--- config.mk ---
export PLATFORM = sky130hd
export DESIGN_NAME = bsc_mul
export DESIGN_NICKNAME = d
export VERILOG_FILES = /design/src/hw/rtl/bsc_pkg.sv /design/src/hw/rtl/bsc_mul.sv
export SDC_FILE = /design/constraint.sdc
export NUM_CORES = 2
export LEC_CHECK = 0
export BUFFER_PORTS_ARGS = -buffer_cell sky130_fd_sc_hd__buf_2
export CAP_MARGIN = 10
export CORE_ASPECT_RATIO = 0.5
export CORE_UTILIZATION = 70
export CTS_CLUSTER_SIZE = 16
export DETAILED_ROUTE_END_ITERATION = 6
export GPL_TIMING_DRIVEN = 1
export HOLD_SLACK_MARGIN = 0.15
export PLACE_DENSITY = 0.89
export SYNTH_ARGS = -nofsm -noshare
export SYNTH_HDL_FRONTEND = slang
export SYNTH_SLANG_ARGS = --single-unit
--- constraint.sdc ---
create_clock -name clk -period 19.8 [get_ports clk]
set_clock_uncertainty 0.15 [all_clocks]
set_input_delay 3.96 -clock clk [delete_from_list [all_inputs] [get_ports clk]]
set_output_delay 3.96 -clock clk [all_outputs]
set_load 0.02 [all_outputs]
--- src/hw/rtl/bsc_pkg.sv ---
// Shared types, constants and register indexes for the barometric compensation block.
`timescale 1ns / 1ps

package bsc_pkg;

	localparam int RAW_WIDTH_DEF = 20;
	localparam int RAW_BITS      = 20;
	localparam int PRESS_BITS    = 25;

	localparam logic [1:0] CFG_TEMP       = 2'd0;
	localparam logic [1:0] CFG_PRESS_LOW  = 2'd1;
	localparam logic [1:0] CFG_PRESS_HIGH = 2'd2;
	localparam logic [1:0] CFG_PRESS_NINE = 2'd3;

	typedef struct packed {
		logic [RAW_BITS-1:0] raw_pressure;
		logic [RAW_BITS-1:0] raw_temperature;
	} bsc_in_t;

	typedef struct packed {
		logic signed [15:0]      temperature_tenths;
		logic [PRESS_BITS-1:0]   pressure_now;
		logic [PRESS_BITS-1:0]   pressure_smoothed;
		logic                    divide_fault;
	} bsc_out_t;

	// status of a multi-cycle arithmetic unit
	typedef struct packed {
		logic busy;
		logic done;
	} unit_stat_t;

endpackage

--- src/hw/rtl/bsc_mul.sv ---
// Low 64 bits of a 64x64 product from one shared 32x32 multiplier.
`timescale 1ns / 1ps

module bsc_mul (
	input  logic                clk,
	input  logic                arst_n,
	input  logic                start,
	input  logic [63:0]         a,
	input  logic [63:0]         b,
	output logic [63:0]         p,
	output bsc_pkg::unit_stat_t stat
);
	import bsc_pkg::*;

	logic [63:0] a_q, b_q, acc_q, prod_q;
	logic [1:0]  cnt_q;
	logic        busy_q, done_q;
	logic [31:0] op_a, op_b;

	// lo*lo, lo*hi, hi*lo; hi*hi falls off the top
	always_comb begin
		case (cnt_q)
			2'd0: begin
				op_a = a_q[31:0];
				op_b = b_q[31:0];
			end
			2'd1: begin
				op_a = a_q[31:0];
				op_b = b_q[63:32];
			end
			default: begin
				op_a = a_q[63:32];
				op_b = b_q[31:0];
			end
		endcase
	end

	always_ff @(posedge clk or negedge arst_n) begin
		if (!arst_n) begin
			busy_q <= 1'b0;
			done_q <= 1'b0;
			cnt_q  <= 2'd0;
		end else begin
			done_q <= busy_q && (cnt_q == 2'd3);
			if (start) begin
				busy_q <= 1'b1;
				cnt_q  <= 2'd0;
			end else if (busy_q) begin
				cnt_q <= cnt_q + 2'd1;
				if (cnt_q == 2'd3)
					busy_q <= 1'b0;
			end
		end
	end

	always_ff @(posedge clk) begin
		if (start) begin
			a_q   <= a;
			b_q   <= b;
			acc_q <= '0;
		end else if (busy_q) begin
			if (cnt_q != 2'd3)
				prod_q <= {32'd0, op_a} * {32'd0, op_b};
			if (cnt_q == 2'd1)
				acc_q <= acc_q + prod_q;
			else if (cnt_q != 2'd0)
				acc_q <= acc_q + {prod_q[31:0], 32'd0};
		end
	end

	assign p         = acc_q;
	assign stat.busy = busy_q;
	assign stat.done = done_q;

	assert property (@(posedge clk) disable iff (!arst_n) start |=> busy_q)
		else $error("mul did not go busy");
	assert property (@(posedge clk) disable iff (!arst_n) done_q |-> !busy_q)
		else $error("mul done while busy");
	assert property (@(posedge clk) disable iff (!arst_n) start |-> !busy_q)
		else $error("mul restarted while busy");

endmodule

==> impl_metrics.json <==
{
  "status": "finished with violations",
  "violations": "design-rule violations",
  "ant_nets": 0,
  "max_stage_delay_ns": 0.88,
  "crit_fanout": 55,
  "die_h_um": 185,
  "critPathSlowestCell": "buf_4",
  "start_util": 0.715,
  "synth_nets": 6486,
  "ys_seq_elements": 260,
  "slew_headroom": 0.252,
  "required_ns": 20.11,
  "grt_pass1_wl_um": 250000,
  "hold_class": "reg2reg",
  "dr.first_iter.drc_count": 5789,
  "core-area_mm2": 0.0657,
  "overflow": 0,
  "regArea_mm2": 0.00715,
  "finalCritPeriodShare": 0.546,
  "report.final.hold_viol_count": 0,
  "via_count": 40212,
  "antenna_found_initial": 22,
  "grt_usage": 0.505,
  "avgSynthCellArea_um2": 9.21,
  "vias_per_cell": 6.62,
  "yosys.area.top_type_share": 0.383,
  "rsz0062_at_grt": "false",
  "dieArea_mm2": 0.0682,
  "first_global_vias": 41695,
  "synthTopCellsByArea": "fa_1 38%, edfxtp_1 12%, ha_1 9.6%",
  "nFillCells": 4555,
  "crit_top_cell": "fa_1",
  "tns_ns": 0,
  "ys_async_sr_fraction": 0.0154,
  "synth_flop_cell": "edfxtp_1",
  "cts_tree": "yes",
  "syn_inst": 5096,
  "grt_max_degree": 64,
  "max-cap-violations": 0,
  "cts_buffers": 25,
  "synth_top_area_cell": "fa_1",
  "clock_latency_ns": 0.65,
  "yosysSeqAreaShare": 0.152,
  "synth-warning-count": 0,
  "synthDistinctLibCells": 93,
  "syn2layout_area_growth_pct": 6.17,
  "root_buffer": "clkbuf_16",
  "drc": 46,
  "gp_congestion": 1.15,
  "cts_hold_buf": 0,
  "finalSetupViolations": 0,
  "routed_wl_um": 170000,
  "min_period_ns": 10.82,
  "tightest_slew_ns": 1.10,
  "post_cts_resized": 0,
  "pin_count": 197,
  "cts_buffer_depth": 3,
  "cp.arrival_ns": 11.13,
  "synth.most_common_cell": "fa_1",
  "hpwlAfterDp_um": 129000,
  "yosys-top-cells-count": "898 x fa_1, 876 x inv_1, 758 x nor2_1",
  "nets": 6544,
  "critPathKind": "reg2reg",
  "detail_route.wl_per_cell_um": 28.1,
  "slew_viol_final": 0,
  "cts_setup_buffers": 0,
  "synth_edf_count": 192,
  "start_kind": "flop",
  "die_w_um": 368,
  "drive_above_1_share": 0.0897,
  "htree_levels": 1,
  "io_buffers": 196,
  "cts.sinks": 260,
  "crit_path_end_kind": "flop",
  "path_clk_slew_ns": 0.08,
  "std_cell_rows": 66,
  "multiInputGateArea_mm2": 0.0358,
  "fin_util": 0.759,
  "max_freq_ghz": 0.0924,
  "dr.pass1.iters": 7,
  "syn-cell-area_mm2": 0.0469
}
-- through the flow --
step | cells | area [um2] | setup WS (ns) | hold WS (ns)
floorplan | 5096 | 46900 | 10.43 | 0.363
global placement | 6011 | 48900 | 9.52 | 0.306
detailed placement | 6011 | 48900 | 9.33 | 0.320
CTS | 6057 | 49800 | 9.29 | 0.330
global route | 6068 | 49800 | 8.67 | 0.345
finish | 6074 | 49800 | 8.98 | 0.324
-- cell families (layout without fill, tap and decap cells) --
family	Yosys count	after routing	share of synthesized area
AND/OR/NAND/NOR	1567	1567	0.136
adder cells (fa/ha/maj)	1259	1259	0.479
buffers and inverters	1113	1190	0.0899
AO/OA/AOI/OAI	626	626	0.0869
flip-flops	260	260	0.152
XOR/XNOR	136	136	0.0254
multiplexers	135	135	0.0304
other	0	17	0
-- state kept, by name, indices dropped and copies added (netlist names) --
signal	count
p	64
b_q	64
a_q	64
done_q	1
busy_q	1
cnt_q	2
prod_q	64
-- layer usage --
metal	wire length, um	track usage
met2	65900	0.691
met4	12800	0.274
met3	33700	0.289
met5	366	0.0228
met1	57600	0.626
-- worst max-delay path: cells and delay by family, from the launching register on --
kind / cells / cell delay, ns
buffers and inverters: 7 / 1.53
and+or+nand+nor: 5 / 1.60
adders and majority gates: 10 / 4.98
DFF: 1 / 0.37
muxes: 2 / 0.46
AOI/OAI and AO/OA: 6 / 1.43
-- path summary, 6_finish.rpt --
| check | startpoint | to | slack [ns] | depth (start not counted) |
|---|---|---|---|---|
| max | cnt_q[1] | prod_q[63] | 8.98 | 30 |
| min | p[23] | p[23] | 0.32 | 2 |
| max reg2reg | cnt_q[1] | prod_q[63] | 8.98 | 30 |
| min reg2reg | p[23] | p[23] | 0.32 | 2 |
| max in group asynchronous | arst_n | cnt_q[1] | 16.33 | 1 |
| min in group asynchronous | arst_n | done_q | 3.01 | 1 |
-- cell type report --
cell class                      instances  area share
Tap cell                              884      0.0222
Multi-Input combinational cell       3723       0.719
Timing Repair Buffer                  267      0.0305
Inverter                              877      0.0660
Sequential cell                       260       0.143
Clock buffer                           29      0.0129
Clock inverter                         17     0.00532
Antenna cell                           17    0.000853
-- cells in the final DEF, fill, tap and decap left out, drive strengths merged, types with 26 or more instances in the layout --
| master | n |
|---|---|
| fa | 898 |
| inv | 878 |
| nor2 | 758 |
| nand2 | 603 |
| ha | 361 |
| buf | 267 |
| a21oi | 226 |
| edfxtp | 192 |
| o21ai | 114 |
| a21o | 86 |
| xnor2 | 86 |
| mux2i | 73 |
| dfxtp | 64 |
| mux2 | 62 |
| xor2 | 50 |
| nand3 | 37 |
| nand4 | 32 |
| nor3 | 31 |
| o21bai | 30 |
| clkbuf | 29 |
| a211oi | 27 |
| a31oi | 26 |
Power is left out: the tool's default activity adds up to more than one toggle a clock period on the data nets, which glitch-free logic cannot reach.
