[src/hw/rtl/bsc_pkg.sv]
// Shared types, constants and register indexes for the barometric compensation block.
`timescale 1ns / 1ps

package bsc_pkg;

	localparam int RAW_WIDTH_DEF = 20;
	localparam int RAW_BITS      = 20;
	localparam int PRESS_BITS    = 25;

	localparam logic [1:0] CFG_TEMP       = 2'd0;
	localparam logic [1:0] CFG_PRESS_LOW  = 2'd1;
	localparam logic [1:0] CFG_PRESS_HIGH = 2'd2;
	localparam logic [1:0] CFG_PRESS_NINE = 2'd3;

	typedef struct packed {
		logic [RAW_BITS-1:0] raw_pressure;
		logic [RAW_BITS-1:0] raw_temperature;
	} bsc_in_t;

	typedef struct packed {
		logic signed [15:0]      temperature_tenths;
		logic [PRESS_BITS-1:0]   pressure_now;
		logic [PRESS_BITS-1:0]   pressure_smoothed;
		logic                    divide_fault;
	} bsc_out_t;

	// status of a multi-cycle arithmetic unit
	typedef struct packed {
		logic busy;
		logic done;
	} unit_stat_t;

endpackage

[src/hw/rtl/bsc_div.sv]
// Signed 64-bit divider, truncating toward zero, one quotient bit per cycle.
`timescale 1ns / 1ps

module bsc_div (
	input  logic                clk,
	input  logic                arst_n,
	input  logic                start,
	input  logic [63:0]         num,
	input  logic [63:0]         den,
	output logic [63:0]         quo,
	output bsc_pkg::unit_stat_t stat
);
	import bsc_pkg::*;

	logic [63:0] quo_q, rem_q, den_q;
	logic [6:0]  cnt_q;
	logic        neg_q, busy_q, done_q;
	logic [64:0] sh, diff;

	assign sh   = {rem_q, quo_q[63]};
	assign diff = sh - {1'b0, den_q};

	always_ff @(posedge clk or negedge arst_n) begin
		if (!arst_n) begin
			busy_q <= 1'b0;
			done_q <= 1'b0;
			cnt_q  <= '0;
		end else begin
			done_q <= busy_q && (cnt_q == 7'd1);
			if (start) begin
				busy_q <= 1'b1;
				cnt_q  <= 7'd64;
			end else if (busy_q) begin
				cnt_q <= cnt_q - 7'd1;
				if (cnt_q == 7'd1)
					busy_q <= 1'b0;
			end
		end
	end

	always_ff @(posedge clk) begin
		if (start) begin
			quo_q <= num[63] ? (64'd0 - num) : num;
			den_q <= den[63] ? (64'd0 - den) : den;
			rem_q <= '0;
			neg_q <= num[63] ^ den[63];
		end else if (busy_q) begin
			if (!diff[64]) begin
				rem_q <= diff[63:0];
				quo_q <= {quo_q[62:0], 1'b1};
			end else begin
				rem_q <= sh[63:0];
				quo_q <= {quo_q[62:0], 1'b0};
			end
		end
	end

	assign quo       = neg_q ? (64'd0 - quo_q) : quo_q;
	assign stat.busy = busy_q;
	assign stat.done = done_q;

	assert property (@(posedge clk) disable iff (!arst_n) start |=> busy_q)
		else $error("div did not go busy");
	assert property (@(posedge clk) disable iff (!arst_n) busy_q |-> cnt_q != 7'd0)
		else $error("div count ran out while busy");
	assert property (@(posedge clk) disable iff (!arst_n) start |-> !busy_q)
		else $error("div restarted while busy");

endmodule

[config.mk]
export PLATFORM = sky130hd
export DESIGN_NAME = bsc_div
export DESIGN_NICKNAME = d
export VERILOG_FILES = /design/src/hw/rtl/bsc_pkg.sv /design/src/hw/rtl/bsc_div.sv
export SDC_FILE = /design/constraint.sdc
export NUM_CORES = 1
export LEC_CHECK = 0
export BUFFER_PORTS_ARGS = -buffer_cell sky130_fd_sc_hd__buf_2
export CORE_ASPECT_RATIO = 0.8
export CORE_MARGIN = 3
export CORE_UTILIZATION = 30
export CTS_BUF_LIST = sky130_fd_sc_hd__clkbuf_8
export DETAILED_ROUTE_END_ITERATION = 12
export GPL_TIMING_DRIVEN = 0
export HOLD_SLACK_MARGIN = 0.12
export MAX_ROUTING_LAYER = met4
export SYNTH_ARGS = -nofsm -noshare
export SYNTH_HDL_FRONTEND = slang
export SYNTH_SLANG_ARGS = --single-unit
[constraint.sdc]
create_clock -name clk -period 4.6 [get_ports clk]
set_clock_uncertainty 0.1 [all_clocks]
set_input_delay 0.46 -clock clk [delete_from_list [all_inputs] [get_ports clk]]
set_output_delay 0.46 -clock clk [all_outputs]
set_load 0.05 [all_outputs]
==> results.py, run 1 <==
metrics = {
    "outcome": {
        "status": "finished with violations",
        "violations": "negative setup slack",
    },
    "synth": {
        "synth_ff_type": "edfxtp_1",
        "synth_warnings": 0,
        "yosysSeqAreaShare": 0.3416,
        "synth_fp_nets": 2094,
        "postSynthAreaPerCell_um2": 8.320,
        "synth_edf_count": 129,
        "synthesis.instances": 1893,
        "netlist_area_um2": 15750,
        "synth_seq_cells": 202,
        "synth-async-reset-ratio": 0.04455,
        "ys_types": 74,
    },
    "placed_design": {
        "place_inst": 2772,
        "dp_slack_ns": -1.492,
        "numPortBuffers": 194,
        "dp_hpwl_um": 39460,
        "place_congestion": 0.9327,
    },
    "finish": {
        "finalCoreUtilization": 0.3813,
        "nets": 2427,
        "drive_above_1_share": 0.1612,
        "fill_cells": 5315,
        "diodes": 0,
        "final_cells": 2942,
        "syn2layout_area_growth_pct": 24.64,
        "final_cell_mix": "234 x nand2_1, 186 x buf_2, 185 x nor2_1, 150 x xnor2_1, 143 x a21oi_1",
        "final_common_cell": "nand2_1",
    },
    "floorplan": {
        "std_cell_rows": 74,
        "ios": 197,
        "start_util": 0.3059,
        "core_area_um2": 51480,
        "die_area_um2": 55300,
        "fp.dieW_um": 262.2,
        "die_y_um": 210.9,
    },
    "cts": {
        "cts_made_buffers": 40,
        "cts_tree": "done",
        "root_buffer": "clkbuf_8",
        "clkSlewWorstSetupHoldPaths_ns": 0.06,
        "cts_buffer_depth": 3,
        "cts.htree.levels": 2,
        "clk_latency_ns": 0.60,
        "cts_sinks": 202,
    },
    "grt": {
        "grt_antenna_before_repair": 0,
        "grt_pass1_vias": 14990,
        "grt_max_degree": 67,
        "grt_pass1_wl_um": 81300,
        "grt_overflow_total": 0,
        "grt_util_all_layers": 0.1893,
    },
    "routing": {
        "met1Wirelength_um": 24620,
        "wirelength_um": 52600,
        "dr.max_layer_used": "met4",
        "dr.pass1.iters": 5,
        "ant_nets": 0,
        "wl_per_cell_um": 17.88,
        "met3_length_um": 3741,
        "drc": 0,
        "dr_wl_met2_um": 22780,
        "vias": 15700,
        "first_iter_violations": 1356,
        "vias_per_cell": 5.336,
    },
    "timing": {
        "tightest_slew_ns": 1.136,
        "min_period_over_period": 1.039,
        "setup_viol": 5,
        "holdWs_ns": 0.1732,
        "slew_viol_final": 0,
        "rsz0062_at_grt": "yes",
        "finalHoldViolations": 0,
        "max_slew_margin": 0.2428,
        "fmax_mhz": 209.3,
        "period_needed_ns": 4.778,
        "setup_ws_ns": -0.1784,
    },
    "worst_setup_path": {
        "cp_cell_sequence": "or3_4 -> nor4b_4 -> nand4_1 -> or2_1 -> or3_4 -> or2_4 -> or3_4 -> or3_4 -> o31ai_4 -> xnor2_1 -> buf_4",
        "crit_arrival_ns": 4.22,
        "worstSetupStartpointType": "flop",
        "crit_top_cell": "or3_4",
        "cp_num_buf_inv": 1,
        "path_class": "flop to output pin",
        "end_kind": "output pin",
        "crit_path_max_incr_delay_ns": 0.48,
        "crit_family": "simple AND/OR/NAND/NOR gates",
        "required_ns": 4.04,
        "critPathSlowestCell": "edfxtp_1",
        "critPathMaxFanout": 4,
    },
    "pwr": {
        "p_leak_nw": 7.733,
        "peakVddDrop_mv": 0.1693,
        "powerDensity_nw_per_um2": 349.4,
    },
    "run": {
        "max_cap_viol_count": 0,
    },
    "hold_path": {
        "hp-class": "input port to flop",
    },
}
-- registers in the layout, indices dropped and copies added, names as in the netlist --
signal	cells
den_q	64
quo_q	64
rem_q	64
cnt_q	7
busy_q	1
done_q	1
neg_q	1
-- power breakdown --
| part | total (mW) | internal (mW) | switching [mW] |
|---|---|---|---|
| combinational | 2.49 | 0.838 | 1.65 |
| clock | 1.97 | 1.12 | 0.849 |
| sequential | 2.40 | 2.19 | 0.209 |
-- synthesized netlist by cell type, types with 12 or more instances --
| cell | count | area share |
|---|---|---|
| nand2b_1 | 16 | 0.0064 |
| o21bai_1 | 14 | 0.0067 |
| a21o_1 | 38 | 0.018 |
| nor2b_1 | 12 | 0.0048 |
| or4_1 | 22 | 0.010 |
| edfxtp_1 | 129 | 0.25 |
| nand4_1 | 20 | 0.0079 |
| a211oi_1 | 14 | 0.0067 |
| or2_2 | 13 | 0.0052 |
| a311oi_1 | 56 | 0.031 |
| nor2_1 | 186 | 0.044 |
| a21oi_1 | 144 | 0.046 |
| clkbuf_1 | 100 | 0.024 |
| ha_1 | 69 | 0.055 |
| o21ai_0 | 107 | 0.034 |
| o41ai_1 | 30 | 0.017 |
| xor2_1 | 90 | 0.050 |
| nand2_1 | 237 | 0.056 |
| nand3_1 | 30 | 0.0095 |
| nor4_1 | 13 | 0.0052 |
| o31ai_1 | 58 | 0.028 |
| or3_1 | 35 | 0.014 |
| inv_1 | 85 | 0.020 |
| dfxtp_1 | 64 | 0.081 |
| xnor2_1 | 152 | 0.085 |
| nor3_1 | 26 | 0.0083 |
-- stage by stage --
stage | setup TNS (ns) | cell area, µm² | power [mW]
final | -0.5699 | 19630 | 6.859
after detailed placement | -67.54 | 17610 | 4.754
after global placement | -87.36 | 17580 | 4.722
after CTS | -0.8802 | 19440 | 6.855
after global routing | -1.226 | 19630 | 7.244
after floorplan | 0 | 15750 | 4.076
-- routing by layer --
layer  vias up  track usage
met5         -            -
met4         0      0.06080
met3        90      0.03116
met2       578       0.2798
met1      7474       0.2637
li1       7556            -
-- final timing paths --
kind                           start        end  slack, ns  depth (start not counted)
max                        quo_q[15]    quo[63]      -0.18                         11
min                          den[14]  den_q[14]       0.17                          2
max reg2reg                quo_q[63]  rem_q[33]       0.26                         15
min reg2reg                rem_q[48]  rem_q[49]       0.39                          2
max in group asynchronous     arst_n     busy_q       3.98                          2
min in group asynchronous     arst_n   cnt_q[0]       0.20                          2
-- kinds of logic after synthesis --
logic type	Yosys count	share of synthesized area
multiplexers	6	0.003972
AO/OA/AOI/OAI	528	0.2221
buffers and inverters	190	0.04600
XOR/XNOR	242	0.1346
flip-flops	202	0.3416
AND/OR/NAND/NOR	655	0.1956
adder cells (fa/ha/maj)	70	0.05609
-- timing repair --
action,CTS,global route
hold endpoints to repair,68,0
hold buffers,59,0
endpoints found under the setup margin,81,71
resized for setup,52,22
setup buffers,20,17
pin swaps,10,11
-- worst register-to-register path, cell delays in order (launching register included) --
cell	delay [ns]
edfxtp_1	0.43
inv_1	0.09
ha_1	0.23
fa_1	0.39
nand2b_1	0.22
a21oi_2	0.24
o21ai_1	0.19
a211o_2	0.41
a2111oi_4	0.31
buf_4	0.19
nor3b_1	0.08
a311oi_4	0.30
buf_12	0.17
clkbuf_2	0.31
o21ai_0	0.25
a311oi_1	0.32
-- final cells by class --
cell class	instances	area (µm²)	share of cell area
Tap cell	684	855.8	0.04360
Buffer	104	427.9	0.02180
Sequential cell	202	5380	0.2741
Multi-Input combinational cell	1501	9886	0.5036
Inverter	86	322.8	0.01645
Timing Repair Buffer	291	1907	0.09714
Clock inverter	29	230.2	0.01173
Clock buffer	45	619.3	0.03155
Power figures use the tool's default switching activity.
==> inputs of run 2 (changes only) <==
--- a/config.mk
+++ b/config.mk
@@ -5,7 +5,7 @@
 export SDC_FILE = /design/constraint.sdc
 export NUM_CORES = 1
 export LEC_CHECK = 0
-export BUFFER_PORTS_ARGS = -buffer_cell sky130_fd_sc_hd__buf_2
+export BUFFER_PORTS_ARGS = -buffer_cell sky130_fd_sc_hd__buf_4
 export CORE_ASPECT_RATIO = 0.8
 export CORE_MARGIN = 3
 export CORE_UTILIZATION = 30
@@ -14,6 +14,7 @@
 export GPL_TIMING_DRIVEN = 0
 export HOLD_SLACK_MARGIN = 0.12
 export MAX_ROUTING_LAYER = met4
+export SLEW_MARGIN = 5
 export SYNTH_ARGS = -nofsm -noshare
 export SYNTH_HDL_FRONTEND = slang
 export SYNTH_SLANG_ARGS = --single-unit
==> run 2 against run 1 <==
  * The run still ends with negative setup slack left
  * Critical path type unchanged
  * Die area stayed put
  * Largest cell class unchanged
  * Final cell count barely moved
  * Utilization rose by 0.98 points
==> results.py, run 2 (synthesis gave the netlist of run 1 again) <==
metrics = {
    "finish": {
        "finalCoreUtilization": 0.3911,
        "syn2layout_area_growth_pct": 27.85,
        "reg_top3": "den_q (64), quo_q (64), rem_q (64)",
        "diodes": 0,
        "final_common_cell": "nand2_1",
        "drive_above_1_share": 0.1624,
        "fill_cells": 5263,
        "final_cell_mix": "234 x nand2_1, 225 x buf_4, 184 x nor2_1, 150 x xnor2_1, 143 x a21oi_1",
        "final_cells": 2944,
        "nets": 2430,
    },
    "outcome": {
        "violations": "negative setup slack",
        "status": "finished with violations",
    },
    "placed_design": {
        "dp_slack_ns": -1.509,
        "numPortBuffers": 194,
        "place_congestion": 0.9587,
        "dp_hpwl_um": 39820,
        "place_inst": 2772,
    },
    "worst_setup_path": {
        "required_ns": 4.04,
        "r2r.worst_path.cells": 16,
        "r2r-start": "quo_q[63]",
        "worstSetupStartpointType": "flop",
        "cp-endpoint": "quo[63]",
        "crit_start": "quo_q[29]",
        "path_class": "flop to output pin",
        "critPathMaxFanout": 3,
        "ff2ff_setup_slack_ns": 0.17,
        "end_kind": "output pin",
        "crit_arrival_ns": 4.21,
        "rr_endpoint": "rem_q[24]",
    },
    "timing": {
        "period_needed_ns": 4.775,
        "setup_ws_ns": -0.1749,
        "setup_viol": 4,
        "fmax_mhz": 209.4,
        "rsz0062_at_grt": "yes",
        "max_slew_margin": 0.3005,
        "slew_viol_final": 0,
        "tightest_slew_ns": 1.049,
        "finalHoldViolations": 0,
        "min_period_over_period": 1.038,
        "finalSetupTns_ns": -0.4975,
        "holdWs_ns": 0.1773,
    },
    "grt": {
        "grt_pass1_vias": 15060,
        "grt_antenna_before_repair": 0,
        "grt_overflow_total": 0,
        "grt_util_all_layers": 0.1921,
        "grt_pass1_wl_um": 82680,
        "grt_max_degree": 67,
    },
    "routing": {
        "first_iter_violations": 1427,
        "vias_per_cell": 5.369,
        "ant_nets": 0,
        "vias": 15810,
        "dr.pass1.iters": 5,
        "wirelength_um": 53270,
        "drc": 0,
        "wl_per_cell_um": 18.09,
    },
    "pwr": {
        "power_frac_seq": 0.347,
        "peakVddDrop_mv": 0.1468,
        "power.internal_mw": 4.172,
        "power_frac_comb": 0.377,
        "powerDensity_nw_per_um2": 343.3,
        "p_sw_mw": 2.739,
        "power.share.clock": 0.276,
        "p_leak_nw": 7.899,
        "swShare": 0.3963,
    },
    "floorplan": {
        "ios": 197,
        "fp.dieW_um": 262.2,
        "start_util": 0.3059,
        "die_area_um2": 55300,
        "std_cell_rows": 74,
        "core_area_um2": 51480,
        "die_y_um": 210.9,
    },
    "cts": {
        "clkSlewWorstSetupHoldPaths_ns": 0.06,
        "cts_tree": "done",
        "cts_made_buffers": 39,
        "clk_latency_ns": 0.59,
        "cts.htree.levels": 2,
        "cts_buffer_depth": 3,
        "cts_sinks": 202,
        "root_buffer": "clkbuf_8",
    },
    "run": {
        "max_cap_viol_count": 0,
    },
    "hold_path": {
        "hp-class": "input port to flop",
    },
}
[run 2: through the flow]
stage	instance area, µm²	total power [mW]
6_report	20140	6.912
5_1_grt	20140	7.297
4_1_cts	20020	6.937
3_5_place_dp	18090	4.881
3_3_place_gp	18060	4.844
2_1_floorplan	15750	4.076
[run 2: layout make-up]
class | instances | area [µm²] | share of cell area
repair buffers | 295 | 2426 | 0.1205
multi-input cells | 1501 | 9907 | 0.4920
clock buffers | 43 | 591.8 | 0.02939
clock inverters | 29 | 219.0 | 0.01087
inverters | 86 | 322.8 | 0.01603
plain buffers | 104 | 432.9 | 0.02150
flip-flops and latches | 202 | 5380 | 0.2672
well taps | 684 | 855.8 | 0.04250
[run 2: worst min-delay path by stage]
stage                        from        end  cells after the start
final                     num[49]  quo_q[49]                      3
after floorplan            arst_n     busy_q                      0
after global routing      num[35]  quo_q[35]                      3
after detailed placement   arst_n   cnt_q[3]                      1
after global placement     arst_n   cnt_q[5]                      1
after CTS                 num[47]  quo_q[47]                      3
[run 2: timing repair]
| item | CTS | global route |
|---|---|---|
| endpoints found under the setup margin | 77 | 70 |
| pin swaps | 10 | 10 |
| hold buffers | 70 | 0 |
| buffers inserted | 24 | 6 |
| gates resized for setup | 50 | 23 |
| endpoints found under the hold margin | 78 | 0 |
[run 2: worst max-delay path: stages (launching register included)]
cell and delay (ns):
edfxtp_1 0.43, or4_4 0.59, nor3_4 0.22, nand4_1 0.19, or2_4 0.29, or3_4 0.33, or2_4 0.25, or3_4 0.34
or3_4 0.38, o31ai_4 0.20, xnor2_1 0.15, buf_4 0.22
[run 2: power groups by stage]
| stage | registers [mW] | logic, mW | clock network (mW) |
|---|---|---|---|
| after floorplan | 2.36 | 1.72 | 0 |
| after global placement | 2.42 | 2.43 | 0 |
| after detailed placement | 2.43 | 2.46 | 0 |
| after CTS | 2.39 | 2.58 | 1.97 |
| after global routing | 2.42 | 2.82 | 2.06 |
| final | 2.40 | 2.61 | 1.91 |
[run 2: metal layers]
metal,global-route usage,routed length [µm],vias up
met3,0.02745,3602,103
li1,-,-,7577
met5,-,0,-
met1,0.2714,25140,7520
met4,0.06289,1394,0
met2,0.2821,23130,606
==> inputs of run 3 (changes only) <==
--- a/config.mk
+++ b/config.mk
@@ -18,3 +18,4 @@
 export SYNTH_ARGS = -nofsm -noshare
 export SYNTH_HDL_FRONTEND = slang
 export SYNTH_SLANG_ARGS = --single-unit
+export TNS_END_PERCENT = 30
==> run 3 against run 2 <==
  * Clock power about the same
  * Total power about the same
  * The run still ends with negative setup slack left
  * Maximum frequency decreased by 0.65%
  * Die area unchanged
  * Worst hold slack got worse by 0.0044 ns
  * Global-route usage about the same
  * Design area decreased by 0.40%
==> results.py, run 3 (synthesis gave the netlist of run 1 again) <==
metrics = {
    "outcome": {
        "status": "finished with violations",
        "violations": "negative setup slack",
    },
    "cts": {
        "cts.htree.levels": 2,
        "root_buffer": "clkbuf_8",
        "cts_made_buffers": 39,
        "clkSlewWorstSetupHoldPaths_ns": 0.06,
        "clk_latency_ns": 0.59,
        "cts_sinks": 202,
        "cts_buffer_depth": 3,
        "cts_tree": "done",
    },
    "timing": {
        "period_needed_ns": 4.806,
        "setup_viol": 3,
        "setup_ws_ns": -0.2062,
        "tightest_slew_ns": 1.091,
        "min_period_over_period": 1.045,
        "fmax_mhz": 208.1,
        "rsz0062_at_grt": "yes",
        "slew_viol_final": 0,
        "finalHoldViolations": 0,
        "max_slew_margin": 0.2724,
    },
    "routing": {
        "drc": 0,
        "wl_per_cell_um": 18.14,
        "dr.pass1.iters": 6,
        "first_iter_violations": 1307,
        "ant_nets": 0,
        "wirelength_um": 53280,
        "vias": 15860,
        "vias_per_cell": 5.398,
    },
    "floorplan": {
        "die_area_um2": 55300,
        "core_area_um2": 51480,
        "die_y_um": 210.9,
        "std_cell_rows": 74,
        "start_util": 0.3059,
        "fp.dieW_um": 262.2,
        "ios": 197,
    },
    "finish": {
        "drive_above_1_share": 0.1579,
        "diodes": 0,
        "final_cell_mix": "236 x nand2_1, 220 x buf_4, 184 x nor2_1, 151 x xnor2_1, 143 x a21oi_1",
        "fill_cells": 5278,
        "final_cells": 2938,
        "final_common_cell": "nand2_1",
        "reg_top3": "den_q (64), quo_q (64), rem_q (64)",
        "nets": 2424,
        "finalCoreUtilization": 0.3896,
        "syn2layout_area_growth_pct": 27.35,
    },
    "placed_design": {
        "place_inst": 2772,
        "dp_hpwl_um": 39820,
        "numPortBuffers": 194,
        "place_congestion": 0.9587,
    },
    "worst_setup_path": {
        "worstSetupStartpointType": "flop",
        "critPathMaxFanout": 4,
        "required_ns": 4.04,
        "crit_arrival_ns": 4.25,
        "end_kind": "output pin",
        "path_class": "flop to output pin",
    },
    "run": {
        "max_cap_viol_count": 0,
    },
    "pwr": {
        "p_leak_nw": 7.863,
        "powerDensity_nw_per_um2": 344.7,
        "peakVddDrop_mv": 0.1460,
    },
    "grt": {
        "met3_usage": 0.02745,
        "grt_antenna_before_repair": 0,
        "grt_overflow_total": 0,
        "use_met2": 0.2814,
        "grt_use_met1": 0.2711,
        "grt_pass1_wl_um": 82520,
        "grt_max_degree": 67,
        "grt_util_all_layers": 0.1918,
        "grt_pass1_vias": 15030,
        "gr-max-usage-layer": "met2",
    },
    "hold_path": {
        "hp-class": "input port to flop",
    },
}
[run 3: metrics by stage]
stage	setup WS [ns]	area, µm²	TNS [ns]	power, mW	hold slack [ns]
after detailed placement	-1.509	18090	-67.95	4.881	0.1937
final	-0.2062	20060	-0.4706	6.913	0.1729
after global routing	-0.3574	20060	-1.274	7.290	0.1459
after CTS	-0.2273	19980	-0.6057	6.932	0.1210
after floorplan	0.2719	15750	0	4.076	0.06441
after global placement	-1.747	18060	-86.35	4.844	0.1911
[run 3: area by class of cell]
class	count	area, µm²	share of cell area
well taps	684	855.8	0.04267
inverters	86	322.8	0.01610
repair buffers	289	2377	0.1185
clock inverters	29	219.0	0.01092
plain buffers	104	432.9	0.02159
clock buffers	43	591.8	0.02951
multi-input cells	1501	9876	0.4924
flip-flops and latches	202	5380	0.2683
[run 3: what timing repair did]
| item | 4_1_cts | 5_1_grt |
|---|---|---|
| endpoints found under the hold margin | 78 | 0 |
| endpoints found under the setup margin | 77 | 70 |
| hold buffers | 70 | 0 |
| pin swaps | 10 | 7 |
| setup buffers | 21 | 3 |
| resized for setup | 45 | 21 |
[run 3: final timing paths]
kind / startpoint / endpoint / slack (ns) / depth (start not counted)
worst max-delay path: quo_q[29] / quo[63] / -0.21 / 11
worst min register to register: rem_q[49] / rem_q[50] / 0.38 / 2
worst max register to register: quo_q[63] / rem_q[24] / 0.18 / 16
min in group asynchronous: arst_n / busy_q / 0.21 / 2
worst min-delay path: num[25] / quo_q[25] / 0.17 / 3
max in group asynchronous: arst_n / done_q / 4.01 / 2
[run 3: per-layer routing]
metal / vias up / wire, µm
met5: - / 0
met1: 7531 / 24900
met2: 653 / 23060
li1: 7560 / -
met4: 0 / 1428
met3: 116 / 3887
[run 3: report_power, final]
| part | total (mW) | internal, mW | leakage [nW] | switching (mW) |
|---|---|---|---|---|
| logic | 2.60 | 0.939 | 5.49 | 1.67 |
| registers | 2.39 | 2.19 | 1.91 | 0.205 |
| clock network | 1.91 | 1.04 | 0.458 | 0.873 |
| total | 6.91 | 4.17 | 7.86 | 2.74 |
[run 3: critical path: stages, from the launching register on]
cell and delay [ns]:
edfxtp_1 0.43, or4_4 0.60, nor3_4 0.22, nand4_1 0.20, or2_4 0.29, or3_4 0.34
or2_4 0.26, or3_4 0.35, or3_4 0.38, o31ai_4 0.20, xnor2_1 0.15, buf_4 0.22
